==> src/sv/tfd_pkg.sv <==
`timescale 1ns / 1ps
package tfd_pkg;
    typedef enum logic [2:0] {
        MODE_HALF    = 3'd0,
        MODE_R11G11B10 = 3'd1,
        MODE_B5G6R5  = 3'd2,
        MODE_BGRA8   = 3'd3,
        MODE_BGRX8   = 3'd4,
        MODE_RGBA8   = 3'd5
    } t_mode;

    localparam int NUM_LANES = 4;
    localparam logic [31:0] FLOAT_ONE  = 32'h3F800000;
    localparam logic [31:0] FLOAT_INF  = 32'h7F800000;
    localparam logic [31:0] FLOAT_QNAN = 32'h7FC00000;
    localparam logic [7:0]  EXP_ADJ    = 8'd112;

    typedef struct packed {
        logic [31:0] red;
        logic [31:0] green;
        logic [31:0] blue;
        logic [31:0] alpha;
        logic [2:0]  count;
        logic        last;
    } t_result;

    // position of the leading one in a 10-bit mantissa (9..0)
    function automatic logic [3:0] lead_pos(input logic [9:0] m);
        logic [3:0] p;
        p = 4'd0;
        for (int k = 0; k < 10; k++) begin
            if (m[k]) p = 4'(k);
        end
        return p;
    endfunction
endpackage

==> src/sv/texel_format_decoder.sv <==
`timescale 1ns / 1ps
// Unpacks one packed texel per cycle, while the output is ready, into four 32-bit
// channels. Results pass through a single output register stage; with the output ready the block
// sustains one transaction per clock, and it keeps taking input while a result
// waits as long as the stage frees in the same cycle. Four conversion lanes run
// in parallel, one per channel, and a merge stage picks the format's outputs.
module texel_format_decoder
    import tfd_pkg::*;
(
    input  logic         i_clk,
    input  logic         i_rst_n,
    input  logic         i_cfg_we,
    input  logic [2:0]   i_cfg_wdata,
    input  logic         s_axis_tvalid,
    output logic         s_axis_tready,
    input  logic [63:0]  s_axis_tdata,   // pixel_word
    input  logic         s_axis_tlast,
    output logic         m_axis_tvalid,
    input  logic         m_axis_tready,
    output logic [135:0] m_axis_tdata,   // chan_red, chan_green, chan_blue, chan_alpha, channel_count
    output logic         m_axis_tlast
);
    logic [2:0]  r_mode;
    logic        r_valid;
    t_result     r_res;
    t_result     n_res;
    logic [31:0] half_f  [NUM_LANES];
    logic [31:0] small_f [NUM_LANES];
    logic [10:0] small_in [NUM_LANES];

    assign small_in[0] = s_axis_tdata[10:0];
    assign small_in[1] = s_axis_tdata[21:11];
    assign small_in[2] = {1'b0, s_axis_tdata[31:22]};
    assign small_in[3] = 11'd0;

    for (genvar l = 0; l < NUM_LANES; l++) begin : g_lane
        tfd_lane u_lane (
            .i_half    (s_axis_tdata[16*l +: 16]),
            .i_small   (small_in[l]),
            .i_is_b10  (l == 2),
            .o_half_f  (half_f[l]),
            .o_small_f (small_f[l])
        );
    end

    tfd_merge u_merge (
        .i_mode    (r_mode),
        .i_word    (s_axis_tdata),
        .i_last    (s_axis_tlast),
        .i_half_f  (half_f),
        .i_small_f (small_f),
        .o_res     (n_res)
    );

    assign s_axis_tready = !r_valid || m_axis_tready;

    always_ff @(posedge i_clk) begin
        if (!i_rst_n) begin
            r_mode  <= 3'd0;
            r_valid <= 1'b0;
        end else begin
            if (i_cfg_we) r_mode <= i_cfg_wdata;
            if (s_axis_tready) r_valid <= s_axis_tvalid;
        end
        if (s_axis_tvalid && s_axis_tready) r_res <= n_res;
    end

    assign m_axis_tvalid = r_valid;
    assign m_axis_tdata  = {5'd0, r_res.count, r_res.alpha, r_res.blue, r_res.green, r_res.red};
    assign m_axis_tlast  = r_res.last;
endmodule

==> src/sv/tfd_lane.sv <==
`timescale 1ns / 1ps
module tfd_lane
    import tfd_pkg::*;
(
    input  logic [15:0] i_half,
    input  logic [10:0] i_small,
    input  logic        i_is_b10,
    output logic [31:0] o_half_f,
    output logic [31:0] o_small_f
);
    logic        h_sign;
    logic [4:0]  h_exp;
    logic [9:0]  h_man;
    logic [3:0]  h_lp;
    logic [3:0]  h_sh;
    logic [9:0]  h_norm;
    logic [4:0]  s_exp;
    logic [9:0]  s_man;
    logic [3:0]  s_lp;
    logic [3:0]  s_sh;
    logic [9:0]  s_norm;
    logic [3:0]  s_top;

    always_comb begin
        h_sign = i_half[15];
        h_exp  = i_half[14:10];
        h_man  = i_half[9:0];
        h_lp   = lead_pos(h_man);
        h_sh   = 4'd10 - h_lp;
        h_norm = h_man << h_sh;
        if (h_exp == 5'd31) begin
            o_half_f = {h_sign, FLOAT_INF[30:0]} | {9'd0, h_man, 13'd0};
        end else if (h_exp == 5'd0) begin
            if (h_man == 10'd0) begin
                o_half_f = {h_sign, 31'd0};
            end else begin
                o_half_f = {h_sign, 8'(8'd113 - {4'd0, h_sh}), h_norm, 13'd0};
            end
        end else begin
            o_half_f = {h_sign, 8'({3'd0, h_exp} + EXP_ADJ), h_man, 13'd0};
        end

        // mantissa left-aligned in [9:4] (6 bits), or in [8:4] (5 bits) for the 10-bit channel
        if (i_is_b10) begin
            s_exp = i_small[9:5];
            s_man = {1'b0, i_small[4:0], 4'd0};
        end else begin
            s_exp = i_small[10:6];
            s_man = {i_small[5:0], 4'd0};
        end
        s_top  = i_is_b10 ? 4'd8 : 4'd9;
        s_lp   = lead_pos(s_man);
        s_sh   = s_top - s_lp + 4'd1;
        s_norm = s_man << s_sh;
        if (i_is_b10) s_norm = s_norm << 1;
        if (s_exp == 5'd31) begin
            o_small_f = (s_man == 10'd0) ? FLOAT_INF : FLOAT_QNAN;
        end else if (s_exp == 5'd0) begin
            if (s_man == 10'd0) begin
                o_small_f = 32'd0;
            end else begin
                o_small_f = {1'b0, 8'(8'd113 - {4'd0, s_sh}), s_norm[9:4], 17'd0};
            end
        end else begin
            o_small_f = i_is_b10 ? {1'b0, 8'({3'd0, s_exp} + EXP_ADJ), s_man[8:4], 18'd0}
                                 : {1'b0, 8'({3'd0, s_exp} + EXP_ADJ), s_man[9:4], 17'd0};
        end
    end
endmodule

==> src/sv/tfd_merge.sv <==
`timescale 1ns / 1ps
module tfd_merge
    import tfd_pkg::*;
(
    input  logic [2:0]  i_mode,
    input  logic [63:0] i_word,
    input  logic        i_last,
    input  logic [31:0] i_half_f  [NUM_LANES],
    input  logic [31:0] i_small_f [NUM_LANES],
    output t_result     o_res
);
    logic [4:0] r5;
    logic [5:0] g6;
    logic [4:0] b5;

    always_comb begin
        r5 = i_word[15:11];
        g6 = i_word[10:5];
        b5 = i_word[4:0];
        o_res.last  = i_last;
        o_res.count = 3'd4;
        unique case (i_mode)
            MODE_HALF: begin
                o_res.red   = i_half_f[0];
                o_res.green = i_half_f[1];
                o_res.blue  = i_half_f[2];
                o_res.alpha = i_half_f[3];
            end
            MODE_R11G11B10: begin
                o_res.red   = i_small_f[0];
                o_res.green = i_small_f[1];
                o_res.blue  = i_small_f[2];
                o_res.alpha = FLOAT_ONE;
            end
            MODE_B5G6R5: begin
                o_res.red   = {24'd0, r5, r5[4:2]};
                o_res.green = {24'd0, g6, g6[5:4]};
                o_res.blue  = {24'd0, b5, b5[4:2]};
                o_res.alpha = 32'd0;
                o_res.count = 3'd3;
            end
            MODE_BGRA8: begin
                o_res.red   = {24'd0, i_word[23:16]};
                o_res.green = {24'd0, i_word[15:8]};
                o_res.blue  = {24'd0, i_word[7:0]};
                o_res.alpha = {24'd0, i_word[31:24]};
            end
            MODE_BGRX8: begin
                o_res.red   = {24'd0, i_word[23:16]};
                o_res.green = {24'd0, i_word[15:8]};
                o_res.blue  = {24'd0, i_word[7:0]};
                o_res.alpha = 32'd0;
                o_res.count = 3'd3;
            end
            default: begin
                o_res.red   = {24'd0, i_word[7:0]};
                o_res.green = {24'd0, i_word[15:8]};
                o_res.blue  = {24'd0, i_word[23:16]};
                o_res.alpha = {24'd0, i_word[31:24]};
            end
        endcase
    end
endmodule

==> config.mk <==
export PLATFORM = sky130hd
export DESIGN_NAME = texel_format_decoder
export DESIGN_NICKNAME = d
export VERILOG_FILES = /design/src/sv/tfd_pkg.sv /design/src/sv/texel_format_decoder.sv /design/src/sv/tfd_lane.sv /design/src/sv/tfd_merge.sv
export SDC_FILE = /design/constraint.sdc
export NUM_CORES = 1
export LEC_CHECK = 0
export BUFFER_PORTS_ARGS = -buffer_cell sky130_fd_sc_hd__clkbuf_2
export CORE_UTILIZATION = 56
export DETAILED_ROUTE_END_ITERATION = 6
export GPL_TIMING_DRIVEN = 0
export PLACE_DENSITY = 0.82
export REMOVE_ABC_BUFFERS = 1
export SLEW_MARGIN = 20
export SYNTH_ARGS = -nofsm -noshare
export SYNTH_HDL_FRONTEND = slang
export SYNTH_SLANG_ARGS = --single-unit
==> constraint.sdc <==
create_clock -name i_clk -period 3.82 [get_ports i_clk]
set_input_delay 0.191 -clock i_clk [delete_from_list [all_inputs] [get_ports i_clk]]
set_output_delay 0.191 -clock i_clk [all_outputs]
set_load 0.01 [all_outputs]
# [After elaboration in Yosys (flattened, before gate mapping)]
# Cells that the tools add are included.
[word_totals] register_bits=136 input_bits=73 output_inout_bits=139 wordCells=152
[classes] add_sub_neg=24 n_eq_ne=11 shifts=7 n_mux=79 bitwise=4 reduce_logical=19
[ops] cell="$pmux W128 S5" n=1
[ops] cell="$mux W31" n=14
[ops] cell="$mux W32" n=7
[ops] cell="$mux W4" n=37
[ops] cell="$or A32 B23 Y32" n=4
[ops] cell="$logic_not A10 Y1" n=7
[ops] cell="$mux W23" n=3
[ops] cell="$shl A10 B4 Y10" n=6
[ops] cell="$add A5 B7 Y8 const B" n=7
[ops] cell="$sub A7 B4 Y8 const A" n=7
[ops] cell="$mux W3" n=13
[ops] cell="$eq A5 B5 Y1 const B" n=7
[ops] cell="$logic_not A5 Y1" n=7
[ops] cell="$sub A4 B4 Y4 const A" n=7
[ops] cell="$add A4 B1 Y4 const B" n=3
[ops] cell="$shl A9 B4 Y9" n=1
[ops] cell="$eq A3 B2 Y1 const B" n=2
[ops] cell="$mux W1" n=4
[ops] cell="$eq A3 B1 Y1 const B" n=1
[ops] cell="$eq A3 B3 Y1 const B" n=1
[ops] cell="$logic_not A3 Y1" n=1
[ops] cell="$reduce_or A2 Y1" n=1
[ops] cell="$logic_and A1 B1 Y1" n=1
[ops] cell="$logic_not A1 Y1" n=1
[ops] cell="$logic_or A1 B1 Y1" n=1

# [Depth between registers and ports, before layout]
# Gate-level depths: netlist of run 1.
[depth] depth_word=15 ltp_mapped=15 mapped_depth_nobuf=12

# [Modules after synthesis]
# A second synthesis of run 1 with hierarchy kept.
[hier_totals] hier_cells=1483 area_unflattened_um2=13382.8
[by_module_without_submodules] module="tfd_lane (g_lane[0].u_lane ...)" n_inst=3 cells_each=262 area_each_um2=1714.1 seq_area_each_um2=0.0
[by_module_without_submodules] module="texel_format_decoder" n_inst=1 cells_each=153 area_each_um2=4169.0 seq_area_each_um2=4043.9
[by_module_without_submodules] module="tfd_merge" n_inst=1 cells_each=305 area_each_um2=2422.3 seq_area_each_um2=0.0
[by_module_without_submodules] module="tfd_lane (g_lane[1].u_lane)" n_inst=1 cells_each=239 area_each_um2=1649.1 seq_area_each_um2=0.0

# [Worst setup path after synthesis of run 1]
# Ideal clock, no wire load.
[synth_path] path_kind="reg-to-reg" start="register r_valid (netlist: m_axis_tvalid)" end="register r_res (netlist bit m_axis_tdata[0]), enable pin" setup_time_ns=0.479 arrival_ns=2.989 t_required_ns=3.341 path_slack_ns=0.352 stages_incl_launch_ff=3 n_path_buf=0 period_less_slack_ns=3.468 cell_sequence="dfxtp_1 nand2b_1 and2_1"
[synth_between] elab_chain_cells=3
[synth_rtl] item="start, declared" line_no="texel_format_decoder.sv:24" source="logic r_valid;"
[synth_rtl] item="start signal, assigned" line_no="texel_format_decoder.sv:63" source="if (s_axis_tready) r_valid <= s_axis_tvalid;"
[synth_rtl] item="$logic_not A1 Y1" line_no="texel_format_decoder.sv:55" source="assign s_axis_tready = !r_valid || m_axis_tready;"
[synth_rtl] item="$logic_or A1 B1 Y1" line_no="texel_format_decoder.sv:55"
[synth_rtl] item="via s_axis_tready" line_no="texel_format_decoder.sv:15" source="output logic s_axis_tready,"
[synth_rtl] item="$logic_and A1 B1 Y1" line_no="texel_format_decoder.sv:65" source="if (s_axis_tvalid && s_axis_tready) r_res <= n_res;"
[synth_rtl] item="end signal, assigned" line_no="texel_format_decoder.sv:65"
[synth_rtl] item="end, declared" line_no="texel_format_decoder.sv:25" source="t_result r_res;"
# The timed path passes the listed nets, and every way through them passes these cells.
# A chain may end at the register's enable or synchronous reset.

==> flow_metrics.tcl, run 1 <==
set metrics [dict create \
    final_area_sq_um 10500 \
    maximum_fanout_along_the_worst_path 31 \
    grt-ovfl-total 0 \
    clkTransAtPathRegs_ps 80 \
    synth_cells 1121 \
    design.die.area_sq_um 17400 \
    cap_viol_max_count 0 \
    gpl.final_weighted_congestion 0.955 \
    worst-slew-pin-transition_ps 1120 \
    initial_core_util_pct 57.1 \
    fillCellCount 1464 \
    slew-limit-headroom_pct 25.1 \
    largest_net_degree_at_the_start_of_global_routing 70 \
    post_drt_wl_per_cell_um 18.9 \
    mostFrequentLayoutCell "sky130_fd_sc_hd__clkbuf_2" \
    finalHoldViolations 0 \
    clk_root_buf "sky130_fd_sc_hd__clkbuf_16" \
    gr-usage-met3_pct 5.31 \
    grt_pass1_vias 8220 \
    multiInputGateArea_sq_um 5460 \
    portBuffers 186 \
    crit_path_start_kind "flop" \
    finalSetupViolCount 0 \
    post_synth_num_cell_types 93 \
    slew_violations 0 \
    drt_first_iter_violations 1128 \
    category_of_the_most_critical_setup_path "flop to flop" \
    clkLatencyLatePin_ps 360 \
    chipWidth_um 132 \
    tritoncts.num_buffers 9 \
    cts-htree-levels 3 \
    peakVddDrop_v 0.000238 \
    cts.repair.resized 0 \
    cts_hold_bufs 0 \
    preCtsSetupSlack_ps 233 \
    first_pass_grt_wire_length_mm 43.8 \
    core_area_sq_um 16500 \
    clock-sinks 111 \
    areaGrowthSynthToFinish_pct 10.8 \
    rsz0062_at_grt "false" \
    groute.usage.overall_pct 31.2 \
    route.final.wire_length_mm 27.1 \
    p_leak_uw 0.00414 \
    postSynthRegisterBits 111 \
    drcViolationCount 1 \
    post-dp-hpwl_mm 18.9 \
    grt_antenna_before_repair 0 \
    pwr_density_cell_nw_per_um2 331 \
    post_cts_buffers 0 \
    failed_checks "DRC" \
    final_cell_mix "186 x sky130_fd_sc_hd__clkbuf_2, 107 x sky130_fd_sc_hd__edfxtp_1, 98 x sky130_fd_sc_hd__nand2_1, 89 x sky130_fd_sc_hd__nor2_1, 72 x sky130_fd_sc_hd__a21oi_1" \
    final_layout_size_suffix_gt1_share_pct 20.6 \
    longest_individual_stage_delay_on_the_worst_path_ps 910 \
    arrival_ps 3770 \
    drtPass1Iterations 7 \
    proportion_of_synthesized_flip_flops_having_asynchronous_set_or_reset_pct 0 \
    worst_clock_skew_ps 7.48 \
    dpl.cell_count 1421 \
    busiest_layer "met2" \
    grt.met1_usage_pct 43.9 \
    fmax_mhz 280 \
    synth_enable_flop_cells 107 \
    clock_tree_from_tritoncts "done" \
    met2_usage_pct 48.0 \
    antenna_cells 0 \
    post-route-period-util_pct 93.4 \
    yosysWarnings 0 \
    placedInstanceArea_sq_um 10200 \
    critical_path_required_ps 4020 \
    slowest_stage "sky130_fd_sc_hd__nor2_2" \
    crit_path_end_kind "flop" \
    seq_area_frac_synth_pct 34.9 \
    cp_cell_sequence "nor2_2 > nand2_2 > buf_16 > nor3_4 > nand2_1 > a311o_1 > o211ai_1" \
    status "finished, violations left" \
    floorplan.rows 47 \
    final_period_minus_worst_setup_slack_ps 3570 \
    ant_nets 0 \
    layout_setup_ws_ps 252 \
    holdCritPathClass "input port to flop" \
    syn_avg_cell_area_sq_um 8.41 \
    syn_area_sq_um 9430 \
    vias_post_dr 9426 \
    layout.nets 1297 \
    via_per_inst 6.56 \
    sequential_cell_area_sq_um 3300 \
    ys_dominant_reg_cell "sky130_fd_sc_hd__edfxtp_1" \
    final-instance-count-excl-fill 1436 \
    die_height_um 132 \
    max-clock-path-buffers 2 \
    finalCoreUtilization_pct 63.2 \
    pin_count 212 \
]
==> cell families after synthesis <==
family | share of synthesized area (%)
other | 0.0398
buffers and inverters | 8.32
xor gates and xnor gates | 1.27
DFF | 34.9
and+or+nand+nor | 21.1
muxes | 3.24
adders and majority gates | 1.59
AOI/OAI and AO/OA | 29.5
==> state kept, by name, summed over array words and instances (netlist names) <==
name           cells
r_mode             3
m_axis_tvalid      1
m_axis_tdata     106
m_axis_tlast       1
==> through the flow <==
| stage | total power, uW | hold WS (ps) | setup TNS [ps] |
|---|---|---|---|
| CTS | 3450 | 3.10 | 0 |
| detailed placement | 2560 | 376 | 0 |
| global route | 3610 | 4.05 | 0 |
| finish | 3460 | 12.5 | 0 |
| global placement | 2550 | 367 | -110920 |
| floorplan | 2170 | 290 | -313 |
==> path summary, 6_finish.rpt <==
check                                    from  slack [ps]  depth (start not counted)               end
worst max-delay path                r_mode[1]         250                          7  m_axis_tdata[51]
worst min-delay path             s_axis_tlast          10                          1      m_axis_tlast
worst max register to register      r_mode[1]         250                          7  m_axis_tdata[51]
worst min register to register  m_axis_tvalid         570                          2     m_axis_tvalid
==> area by class of cell <==
cell class	instances	share of cell area, %
multi-input combinational	860	52.2
sequential	111	31.6
timing repair buffer	189	9.51
tap	220	2.63
clock buffer	9	2.16
inverter	41	1.50
clock inverter	6	0.443
==> layer usage <==
| metal | vias to the layer above | part of all wire (%) |
|---|---|---|
| li1 | 4409 | - |
| met5 | - | 0 |
| met1 | 4356 | 42 |
| met2 | 604 | 46 |
| met3 | 57 | 9.6 |
| met4 | 0 | 2.4 |
==> Yosys cell counts, drive strengths merged, types with 6 or more instances <==
cell type	number	area share (%)
or4	7	0.56
nand2b	22	1.5
o221ai	8	0.74
and2	13	0.86
or2	8	0.53
a22o	25	2.3
a22oi	26	2.1
o22ai	26	1.7
a211oi	21	1.7
o211ai	12	0.96
nand3	20	1.1
nor2	92	3.9
o211a	9	0.96
and3	12	0.80
o31ai	7	0.56
a32oi	7	0.65
inv	40	1.6
a31oi	19	1.3
xnor2	9	0.92
o31a	6	0.56
a311oi	7	0.65
nand2	99	3.9
o21ai	80	4.2
mux2i	17	1.8
edfxtp	107	34
nand4	11	0.73
nor3	32	2.1
a21oi	72	3.8
nor4	14	1.1
or3	7	0.52
nor2b	25	1.7
buf	49	3.3
clkbuf	84	3.3
ha	12	1.6
o21a	10	0.80
o311ai	6	0.56
==> power by group <==
part / total (uW) / switching (uW) / internal (uW)
sequential: 1510 / 51.4 / 1460
clock: 894 / 449 / 445
combinational: 1050 / 672 / 379
==> critical path: cells and delay by family (launching register included) <==
kind,cells,cell delay (ps)
buf+inv,1,340
flops,1,670
compound gates,2,480
simple gates,4,1890
Power figures use the tool's default switching activity.
==> inputs of run 2 (changes only) <==
Settings changed: CORE_UTILIZATION 56 to 51, PLACE_DENSITY 0.82 to 0.79.
Clock period 3.82 ns to 3 ns, I/O delays scaled along.
==> run 2 against run 1 <==
  * The run now ends clean
  * Clock skew is 1.4 ps higher
  * Global-route usage down 1.9 points
  * Cell count increased by 0.97%
  * Final area is 1.3% higher
==> flow_metrics.tcl, run 2 (same netlist as run 1, synthesis figures left out) <==
set metrics [dict create \
    p_leak_uw 0.00416 \
    drt_first_iter_violations 1225 \
    rsz0062_at_grt "false" \
    post-route-period-util_pct 97.5 \
    slowest_stage "sky130_fd_sc_hd__ha_4" \
    groute.usage.overall_pct 29.3 \
    fillCellCount 1627 \
    ant_nets 0 \
    clock_tree_from_tritoncts "done" \
    crit_path_start_kind "input port" \
    worst_clock_skew_ps 8.84 \
    portBuffers 186 \
    vias_post_dr 9635 \
    grt-ovfl-total 0 \
    design.die.area_sq_um 19000 \
    via_per_inst 6.64 \
    final_cell_mix "185 x sky130_fd_sc_hd__clkbuf_2, 107 x sky130_fd_sc_hd__edfxtp_1, 98 x sky130_fd_sc_hd__nand2_1, 88 x sky130_fd_sc_hd__nor2_1, 72 x sky130_fd_sc_hd__a21oi_1" \
    grt_pass1_vias 8374 \
    die_height_um 138 \
    tritoncts.num_buffers 9 \
    final_layout_size_suffix_gt1_share_pct 21.5 \
    worst-slew-pin-transition_ps 792 \
    preCtsSetupSlack_ps -663 \
    initial_core_util_pct 52.3 \
    drcViolationCount 0 \
    arrival_ps 3030 \
    grt_antenna_before_repair 0 \
    sequential_cell_area_sq_um 3300 \
    maximum_fanout_along_the_worst_path 17 \
    slew_violations 0 \
    floorplan.rows 49 \
    finalSetupViolCount 0 \
    crit_path_end_kind "flop" \
    chipWidth_um 138 \
    layout_setup_ws_ps 75.2 \
    largest_register_ffs 106 \
    drtPass1Iterations 6 \
    layout.nets 1301 \
    cp_cell_sequence "clkbuf_2 > nor2_1 > a21o_1 > a21oi_1 > nor2_1 > inv_1 > ha_4 > inv_1 > or3_1 > o211ai_1 > o21ai_1 > a311o_1" \
    category_of_the_most_critical_setup_path "input port to flop" \
    areaGrowthSynthToFinish_pct 12.3 \
    dpl.cell_count 1431 \
    route.final.wire_length_mm 28.4 \
    post_drt_wl_per_cell_um 19.6 \
    finalHoldViolations 0 \
    multiInputGateArea_sq_um 5510 \
    largest_net_degree_at_the_start_of_global_routing 70 \
    clkLatencyLatePin_ps 360 \
    holdCritPathClass "input port to flop" \
    peakVddDrop_v 0.000295 \
    gpl.final_weighted_congestion 0.937 \
    core_area_sq_um 18000 \
    critical_path_required_ps 3100 \
    final-instance-count-excl-fill 1450 \
    pin_count 212 \
    post-dp-hpwl_mm 19.4 \
    cts-htree-levels 3 \
    clkTransAtPathRegs_ps 80 \
    timing.setup.tns_ps 0 \
    antenna_cells 0 \
    final_period_minus_worst_setup_slack_ps 2920 \
    fmax_mhz 342 \
    clk_root_buf "sky130_fd_sc_hd__clkbuf_16" \
    status "completed" \
    clock-sinks 111 \
    mostFrequentLayoutCell "sky130_fd_sc_hd__clkbuf_2" \
    cap_viol_max_count 0 \
    first_pass_grt_wire_length_mm 43.9 \
    longest_individual_stage_delay_on_the_worst_path_ps 400 \
    max-clock-path-buffers 2 \
    slew-limit-headroom_pct 46.9 \
    pwr_density_cell_nw_per_um2 425 \
]
## run 2: cell count changes in the layout (fill, tap and decap cells not counted), sizes merged
| cell | delta |
|---|---|
| dlygate4sd3 | +1 |
| clkbuf | -1 |
| clkinv | -2 |
| buf | +3 |
| inv | +1 |
| clkinvlp | +3 |
## run 2: per-stage QoR
stage | hold WS (ps) | power (uW) | cell area [sq um] | utilization (%)
after floorplan | 249 | 2760 | 8890 | -
after global placement | 334 | 3250 | 10100 | 56.1
after detailed placement | 329 | 3280 | 10200 | 56.6
after CTS | 12.4 | 4470 | 10500 | 58.4
after global routing | 42.8 | 4700 | 10600 | 58.7
final | 14.3 | 4490 | 10600 | 58.7
## run 2: worst paths after layout
| check | to | depth (start not counted) | from | slack, ps |
|---|---|---|---|---|
| worst max-delay path | m_axis_tdata[53] | 12 | s_axis_tdata[19] | 80 |
| worst min-delay path | m_axis_tvalid | 3 | s_axis_tvalid | 10 |
| worst max register to register | m_axis_tdata[51] | 8 | r_mode[1] | 200 |
| worst min register to register | m_axis_tvalid | 2 | m_axis_tvalid | 540 |
## run 2: final cells by class
cell class | instances | area share, %
multi-input combinational | 860 | 52.0
sequential | 111 | 31.2
timing repair buffer | 192 | 9.81
tap | 229 | 2.71
clock buffer | 9 | 2.13
inverter | 41 | 1.52
clock inverter | 7 | 0.591
timing repair inverter | 1 | 0.0473
## run 2: report_power, final
group / internal (uW) / total (uW) / switching [uW]
Combinational: 500 / 1380 / 880
Clock: 584 / 1200 / 611
Sequential: 1860 / 1920 / 60.8
## run 2: worst max-delay path, delay by kind of cell
family,cells,cell delay (ps)
compound gates,5,930
fa+ha+maj,1,400
buf+inv,3,590
simple gates,3,930
## run 2: repair_timing
item | 4_1_cts | 5_1_grt
hold buffers | 1 | 0
resized for setup | 7 | 8
cloned | 1 | 0
pin swaps | 0 | 1
endpoints found under the hold margin | 1 | 0
buffers inserted | 0 | 1
setup endpoints to repair | 32 | 17
## run 2: layer usage
| metal | global-route usage, % | wire, um | vias to the layer above | part of all wire [%] |
|---|---|---|---|---|
| li1 | - | - | 4410 | - |
| met2 | 46.2 | 13100 | 646 | 46 |
| met1 | 40.1 | 11700 | 4508 | 41 |
| met4 | 10.7 | 718 | 0 | 2.5 |
| met5 | 0 | 0 | - | 0 |
| met3 | 4.97 | 2890 | 71 | 10 |
